===== config.mk =====
export PLATFORM = sky130hd
export DESIGN_NAME = tch_front_flat
export DESIGN_NICKNAME = d
export VERILOG_FILES = /design/src/hdl/tch_pkg.sv /design/src/hdl/tch_in_if.sv /design/src/hdl/tch_front.sv /design/src/flat_wrapper.sv
export SDC_FILE = /design/constraint.sdc
export NUM_CORES = 2
export LEC_CHECK = 0
export ABC_AREA = 1
export BUFFER_PORTS_ARGS = -buffer_cell sky130_fd_sc_hd__buf_4
export CORE_ASPECT_RATIO = 1.75
export CORE_MARGIN = 1
export CORE_UTILIZATION = 55
export CTS_CLUSTER_DIAMETER = 150
export DETAILED_ROUTE_END_ITERATION = 6
export GPL_TIMING_DRIVEN = 0
export PLACE_DENSITY = 0.75
export SLEW_MARGIN = 20
export SYNTH_ARGS = -nofsm -noshare
export SYNTH_HDL_FRONTEND = slang
export SYNTH_SLANG_ARGS = --single-unit

===== constraint.sdc =====
create_clock -name clk -period 11.2 [get_ports clk]
set_input_delay 0.56 -clock clk [delete_from_list [all_inputs] [get_ports clk]]
set_output_delay 0.56 -clock clk [all_outputs]
set_load 0.01 [all_outputs]

===== src/hdl/tch_pkg.sv =====
// ----------------------------------------------------------------------------
// Tilt-compensated heading package
// Widths, fixed-point constants, payload types and the arctangent table.
// ----------------------------------------------------------------------------
package tch_pkg;

	localparam int SAMPLE_WIDTH  = 16;
	localparam int CORDIC_STAGES = 16;
	localparam int TAB_LEN       = 24;
	localparam int NST           = (CORDIC_STAGES < TAB_LEN) ? CORDIC_STAGES : TAB_LEN;

	localparam int SQ_W    = 2 * SAMPLE_WIDTH;
	localparam int RAD_W   = SQ_W + 16;
	localparam int ROOT_W  = SAMPLE_WIDTH + 8;
	localparam int VEC_W   = SAMPLE_WIDTH + 16;
	localparam int CRD_W   = VEC_W + 20;
	localparam int ANG_W   = 18;
	localparam int TRIG_W  = 16;
	localparam int SC_W    = 34;
	localparam int PROD_W  = 2 * TRIG_W;
	localparam int SRT_W   = 18;
	localparam int MT_W    = SAMPLE_WIDTH + TRIG_W;
	localparam int MS_W    = SAMPLE_WIDTH + SRT_W;
	localparam int SUM_W   = SAMPLE_WIDTH + 20;
	localparam int MUL_W   = 25;
	localparam int HDM_W   = ANG_W + MUL_W;
	localparam int CD_W    = 18;
	localparam int HEAD_W  = 16;

	localparam int QUEUE_DEPTH = 4;
	localparam int QPTR_W      = $clog2(QUEUE_DEPTH);
	localparam int QCNT_W      = $clog2(QUEUE_DEPTH + 1);

	typedef logic signed [SAMPLE_WIDTH-1:0] sample_t;
	typedef logic signed [VEC_W-1:0]        vec_t;
	typedef logic signed [CRD_W-1:0]        crd_t;
	typedef logic signed [ANG_W-1:0]        ang_t;
	typedef logic signed [TRIG_W-1:0]       trig_t;
	typedef logic signed [SC_W-1:0]         sc_t;
	typedef logic signed [PROD_W-1:0]       prod_t;
	typedef logic signed [SRT_W-1:0]        srt_t;
	typedef logic signed [MT_W-1:0]         mt_t;
	typedef logic signed [MS_W-1:0]         ms_t;
	typedef logic signed [SUM_W-1:0]        sum_t;
	typedef logic signed [HDM_W-1:0]        hdm_t;
	typedef logic signed [CD_W-1:0]         cd_t;
	typedef logic [HEAD_W-1:0]              heading_t;

	typedef struct packed {
		sample_t x;
		sample_t y;
		sample_t z;
	} axes_t;

	typedef struct packed {
		axes_t           accel;
		axes_t           mag;
		logic [SQ_W-1:0] sq;
	} item_t;

	localparam ang_t                    ANG_PI       = ANG_W'(51472);
	localparam ang_t                    ANG_HALF_PI  = ANG_W'(25736);
	localparam sc_t                     INV_GAIN     = SC_W'(652032874);
	localparam logic signed [MUL_W-1:0] CENTIDEG_MUL = MUL_W'(5867088);
	localparam cd_t                     HEAD_FULL    = CD_W'(36000);

	function automatic ang_t tab_atan(input int idx);
		ang_t v;
		case (idx)
			0:       v = ANG_W'(12868);
			1:       v = ANG_W'(7596);
			2:       v = ANG_W'(4014);
			3:       v = ANG_W'(2037);
			4:       v = ANG_W'(1023);
			5:       v = ANG_W'(512);
			6:       v = ANG_W'(256);
			7:       v = ANG_W'(128);
			8:       v = ANG_W'(64);
			9:       v = ANG_W'(32);
			10:      v = ANG_W'(16);
			11:      v = ANG_W'(8);
			12:      v = ANG_W'(4);
			13:      v = ANG_W'(2);
			14:      v = ANG_W'(1);
			default: v = '0;
		endcase
		return v;
	endfunction

endpackage


===== src/hdl/tch_in_if.sv =====
// ----------------------------------------------------------------------------
// Sample channel
// One request carries the three accelerometer and three magnetometer axes.
// ----------------------------------------------------------------------------
interface tch_in_if import tch_pkg::*; ();
	logic    valid;
	logic    ready;
	sample_t accel_x;
	sample_t accel_y;
	sample_t accel_z;
	sample_t mag_x;
	sample_t mag_y;
	sample_t mag_z;

	modport source (output valid, output accel_x, output accel_y, output accel_z,
		output mag_x, output mag_y, output mag_z, input ready);
	modport sink (input valid, input accel_x, input accel_y, input accel_z,
		input mag_x, input mag_y, input mag_z, output ready);
endinterface


===== src/hdl/tch_front.sv =====
// ----------------------------------------------------------------------------
// Front end
// Accepts samples, forms the squared accelerometer magnitude in the y-z plane
// and holds the requests in a short queue for the back end.
// ----------------------------------------------------------------------------
module tch_front import tch_pkg::*; (
	input  logic     clk,
	input  logic     arst_n,
	tch_in_if.sink   sample,
	input  logic     pop,
	output logic     avail,
	output item_t    item
);

	item_t               mem [0:QUEUE_DEPTH-1];
	logic [QPTR_W-1:0]   wr_ptr_q;
	logic [QPTR_W-1:0]   rd_ptr_q;
	logic [QCNT_W-1:0]   count_q;
	logic signed [SQ_W-1:0] ysq;
	logic signed [SQ_W-1:0] zsq;
	item_t               wr_item;
	logic                push;
	logic                take;

	always_comb begin
		wr_item.accel.x = sample.accel_x;
		wr_item.accel.y = sample.accel_y;
		wr_item.accel.z = sample.accel_z;
		wr_item.mag.x   = sample.mag_x;
		wr_item.mag.y   = sample.mag_y;
		wr_item.mag.z   = sample.mag_z;
		ysq             = sample.accel_y * sample.accel_y;
		zsq             = sample.accel_z * sample.accel_z;
		wr_item.sq      = $unsigned(ysq) + $unsigned(zsq);
	end

	assign sample.ready = (count_q != QCNT_W'(QUEUE_DEPTH));
	assign avail        = (count_q != '0);
	assign push         = sample.valid && sample.ready;
	assign take         = pop && avail;

	always_ff @(posedge clk or negedge arst_n) begin
		if (!arst_n) begin
			wr_ptr_q <= '0;
			rd_ptr_q <= '0;
			count_q  <= '0;
		end else begin
			if (push) begin
				wr_ptr_q <= wr_ptr_q + 1'b1;
			end
			if (take) begin
				rd_ptr_q <= rd_ptr_q + 1'b1;
			end
			count_q <= count_q + QCNT_W'(push) - QCNT_W'(take);
		end
	end

	always_ff @(posedge clk) begin
		if (push) begin
			mem[wr_ptr_q] <= wr_item;
		end
		if (take) begin
			item <= mem[rd_ptr_q];
		end
	end

endmodule


===== src/flat_wrapper.sv =====
// flat-port wrapper written by rule: the top's interface ports become plain ports
module tch_front_flat import tch_pkg::*;
  (clk, arst_n, pop, avail, item, sample_valid, sample_accel_x, sample_accel_y, sample_accel_z, sample_mag_x, sample_mag_y, sample_mag_z, sample_ready);
  tch_in_if sample_i ();
  input  logic clk;
  input  logic arst_n;
  input  logic pop;
  output logic avail;
  output item_t item;
  input wire logic [$bits(sample_i.valid)-1:0] sample_valid;
  input wire logic [$bits(sample_i.accel_x)-1:0] sample_accel_x;
  input wire logic [$bits(sample_i.accel_y)-1:0] sample_accel_y;
  input wire logic [$bits(sample_i.accel_z)-1:0] sample_accel_z;
  input wire logic [$bits(sample_i.mag_x)-1:0] sample_mag_x;
  input wire logic [$bits(sample_i.mag_y)-1:0] sample_mag_y;
  input wire logic [$bits(sample_i.mag_z)-1:0] sample_mag_z;
  output wire logic [$bits(sample_i.ready)-1:0] sample_ready;
  assign sample_i.valid = sample_valid;
  assign sample_i.accel_x = sample_accel_x;
  assign sample_i.accel_y = sample_accel_y;
  assign sample_i.accel_z = sample_accel_z;
  assign sample_i.mag_x = sample_mag_x;
  assign sample_i.mag_y = sample_mag_y;
  assign sample_i.mag_z = sample_mag_z;
  assign sample_ready = sample_i.ready;
  tch_front u_core (.clk(clk), .arst_n(arst_n), .sample(sample_i), .pop(pop), .avail(avail), .item(item));
endmodule

==> metrics.md <==
| Metric | Value |
|---|---|
| Worst-Skew Late Latency | `0.60 ns` |
| Fmax | `120 MHz` |
| Post-synth design cell area | `41200 um2` |
| Ys Warns | `0` |
| Die Y-Extent | `364 um` |
| HP Class | `input pin to flop` |
| Antenna viol nets, final | `0` |
| CP Launch Type | `input pin` |
| Hold path depth | `1` |
| Final critical delay including setup and external delays | `8.32 ns` |
| Cells after Synth | `3484` |
| GRT overflow | `0` |
| Top_reg_cell synth | `edfxtp_1` |
| Top cells by count, synth | `782 x inv_1, 640 x edfxtp_1, 521 x fa_1, 352 x nand2_1, 314 x nor2_1` |
| Max_cap viols | `0` |
| Final setup vio count | `0` |
| Post-synth EDFFs | `640` |
| Worst slew pin tran | `1.00 ns` |
| Reg area | `19400 um2` |
| CP dominant cell by count | `fa_1` |
| WP data arrival | `8.68 ns` |
| Post-route cell area | `46600 um2` |
| Register bit total from synthesis | `647` |
| Synth-to-layout area growth | `13.3%` |
| Maximum net fanout on the critical path | `10` |
| Starting Density | `55.6%` |
| Final hold vios | `0` |
| FF-to-FF setup slack | `8.43 ns` |
| RSZ-0062 raised after global routing | `no` |
| Netlist cell types | `45` |
| Die Area | `76000 um2` |
| Root Driver | `clkbuf_16` |
| Worst path cell trace | `buf_4, clkbuf_1, clkbuf_1, nand2_1, fa_1, inv_1, fa_1, inv_1, fa_1, inv_1, fa_1, fa_1, fa_1, fa_1, inv_1, fa_1, inv_1, ha_1, nand4_1, nor2_1, nand4_1, nand3_1, a21oi_2, xor2_1` |
| WL final | `105 mm` |
| DRC | `0` |
| Initial antenna violation count | `3` |
| Syn_nets | `4259` |
| Placed cell area | `44900 um2` |
| Initial DRT Pass Iterations | `7` |
| Nets | `4576` |
| Crit Path Category | `input pin to flop` |
| Starting DRT DRC Count | `1974` |
| Die Span X | `209 um` |
| Buf/Inv on CP | `8` |
| Max-slew violation count | `0` |
| All-Layer GR Usage | `28.4%` |
| Hold path endpoint | `u_core.mem[1][77]$_DFFE_PP_` |
| Via count | `26400` |
| Most numerous cell in the Yosys netlist | `inv_1` |
| Vias per cell | `5.53` |
| Top-level I/O count | `230` |
| Syn_area_per_cell | `11.8 um2` |
| Multi-input gate area | `18200 um2` |
| Clk_skew | `0.0291 ns` |
| Slowest stage delay, CP | `0.83 ns` |
| Min-delay src | `sample_mag_x[13]` |
| Clock buffer depth | `3` |
| Row cnt | `132` |
| Largest net degree at the start of global routing | `25` |
| CTS sink count | `647` |
| Synth area leaders | `edfxtp_1 47%, fa_1 25%, inv_1 7.1%` |
| Post-synth ARST share | `1.08%` |
| Slew headroom | `33.3%` |
| Critical R2R Capture | `u_core.item[97]$_DFFE_PP_` |
| CTS Buf Count | `51` |
| H-Tree Depth | `2` |
| Tcrit/Tclk final | `74.3%` |
| Port-buffer cells | `229` |
| Crit path capture type | `flop` |
| Cell taking the most area after synthesis | `edfxtp_1` |
| R2R depth | `6` |
| Crit-path leading delay family | `adder cells` |
| Worst EP required | `11.56 ns` |
| Detailed placement HPWL | `80.8 mm` |
| Post-DR wirelength/cell | `21.9 um` |
| Fill count | `5588` |
| Reg2reg start | `u_core.rd_ptr_q[0]$_DFFE_PN0P_` |
| Layout cell share with drive strength beyond 1 | `10.8%` |
| First-pass GRT wire length | `159 mm` |
| GPL Wtd Cong | `0.944` |
| Clk slew on worst S/H paths | `0.07 ns` |
| Run status | `finished, final reports clean` |
| Vias in the first global route | `28600` |
| Top-area cell type share of the netlist area | `46.7%` |
| Sequential share of the synthesized area | `47.1%` |
| Core ar. | `74000 um2` |
| CTS tree | `built` |
| Slowest CP cell | `fa_1` |
-- through the flow --
step,instances,hold WS [ns],setup TNS [ns],util (%),setup slack (ns)
after detailed placement,4684,0.382,0,60.7,2.47
after floorplan,3484,0.264,0,-,2.49
final,4782,0.144,0,63.0,2.88
after global routing,4782,0.119,0,63.0,2.50
after global placement,4651,0.380,-78.26,59.5,-2.02
after CTS,4779,0.113,0,63.0,3.08
-- what timing repair did --
action / 4_1_cts / 5_1_grt
buffers inserted: 0 / 0
hold buffers: 1 / 0
endpoints found under the hold margin: 7 / 0
resized for setup: 0 / 0
-- logic make-up after synthesis --
kind of cell	Yosys count	share of synthesized area (%)
buffers and inverters	934	8.63
adder cells (fa/ha/maj)	675	30.0
flip-flops	647	47.1
other	1	0.00911
AO/OA/AOI/OAI	456	6.24
XOR/XNOR	53	1.13
AND/OR/NAND/NOR	718	6.84
-- per-layer routing --
metal / share of wire, % / vias up / GRT usage [%]
li1: - / 11700 / -
met1: 32 / 13400 / 29.2
met2: 54 / 1078 / 53.0
met3: 6.3 / 325 / 3.88
met4: 7.7 / 2 / 19.5
met5: 0.0086 / - / 0
-- cells in the final DEF (no fill, tap or decap), drive strengths merged --
master and n:
a21boi 1, xnor2 19, clkinv 22, clkinvlp 5, a21o 4, edfxtp 640
o22ai 128, clkbuf 172, a31oi 1, nor3 5, diode 2, o21bai 8
a31o 3, nor4 2, buf 298, xor2 34, dlygate4sd3 1, o21ai 272
conb 1, nand2 357, dfrtp 7, o31ai 1, nand3b 2, ha 154
inv 788, bufinv 6, fa 521, a211oi 1, a21oi 36, nand3 22
nor2 315, or2 12, nand4 3, o211ai 1
-- worst reg2reg max path, cell delays in order, from the launching register on --
cell and delay [ns]:
dfrtp_1 0.63, buf_4 0.34, inv_2 0.09, buf_4 0.26, clkbuf_1 0.79, o21ai_0 0.20, o22ai_1 0.26
-- final cells by class --
| class | count | area share (%) |
|---|---|---|
| tap | 938 | 2.52 |
| timing repair buffer | 264 | 5.48 |
| clock buffer | 59 | 2.85 |
| antenna | 2 | 0.0107 |
| clock inverter | 35 | 0.818 |
| inverter | 786 | 6.33 |
| multi-input combinational | 1903 | 39.1 |
| sequential | 647 | 41.6 |
| buffer | 148 | 1.29 |
-- state kept, by name (all words and copies together) (netlist names) --
signal and flops:
u_core.rd_ptr_q 2, u_core.item 128, u_core.wr_ptr_q 2, u_core.mem 512
u_core.count_q 3
-- worst max-delay path by stage --
stage,from,end,slack (ns),cells after the start
after CTS,sample_accel_z[3],u_core.mem[0][27]$_DFFE_PP_,3.08,24
after floorplan,pop,u_core.count_q[2]$_DFF_PN0_,2.49,8
after global placement,pop,u_core.count_q[2]$_DFF_PN0_,-2.02,9
after detailed placement,sample_accel_z[3],u_core.mem[1][27]$_DFFE_PP_,2.47,24
after global routing,sample_accel_z[3],u_core.mem[3][27]$_DFFE_PP_,2.50,24
final,sample_accel_z[3],u_core.mem[0][27]$_DFFE_PP_,2.88,24
Power is not shown: default switching activity piles up to over one toggle a cycle in this logic, so the estimate is an artifact.
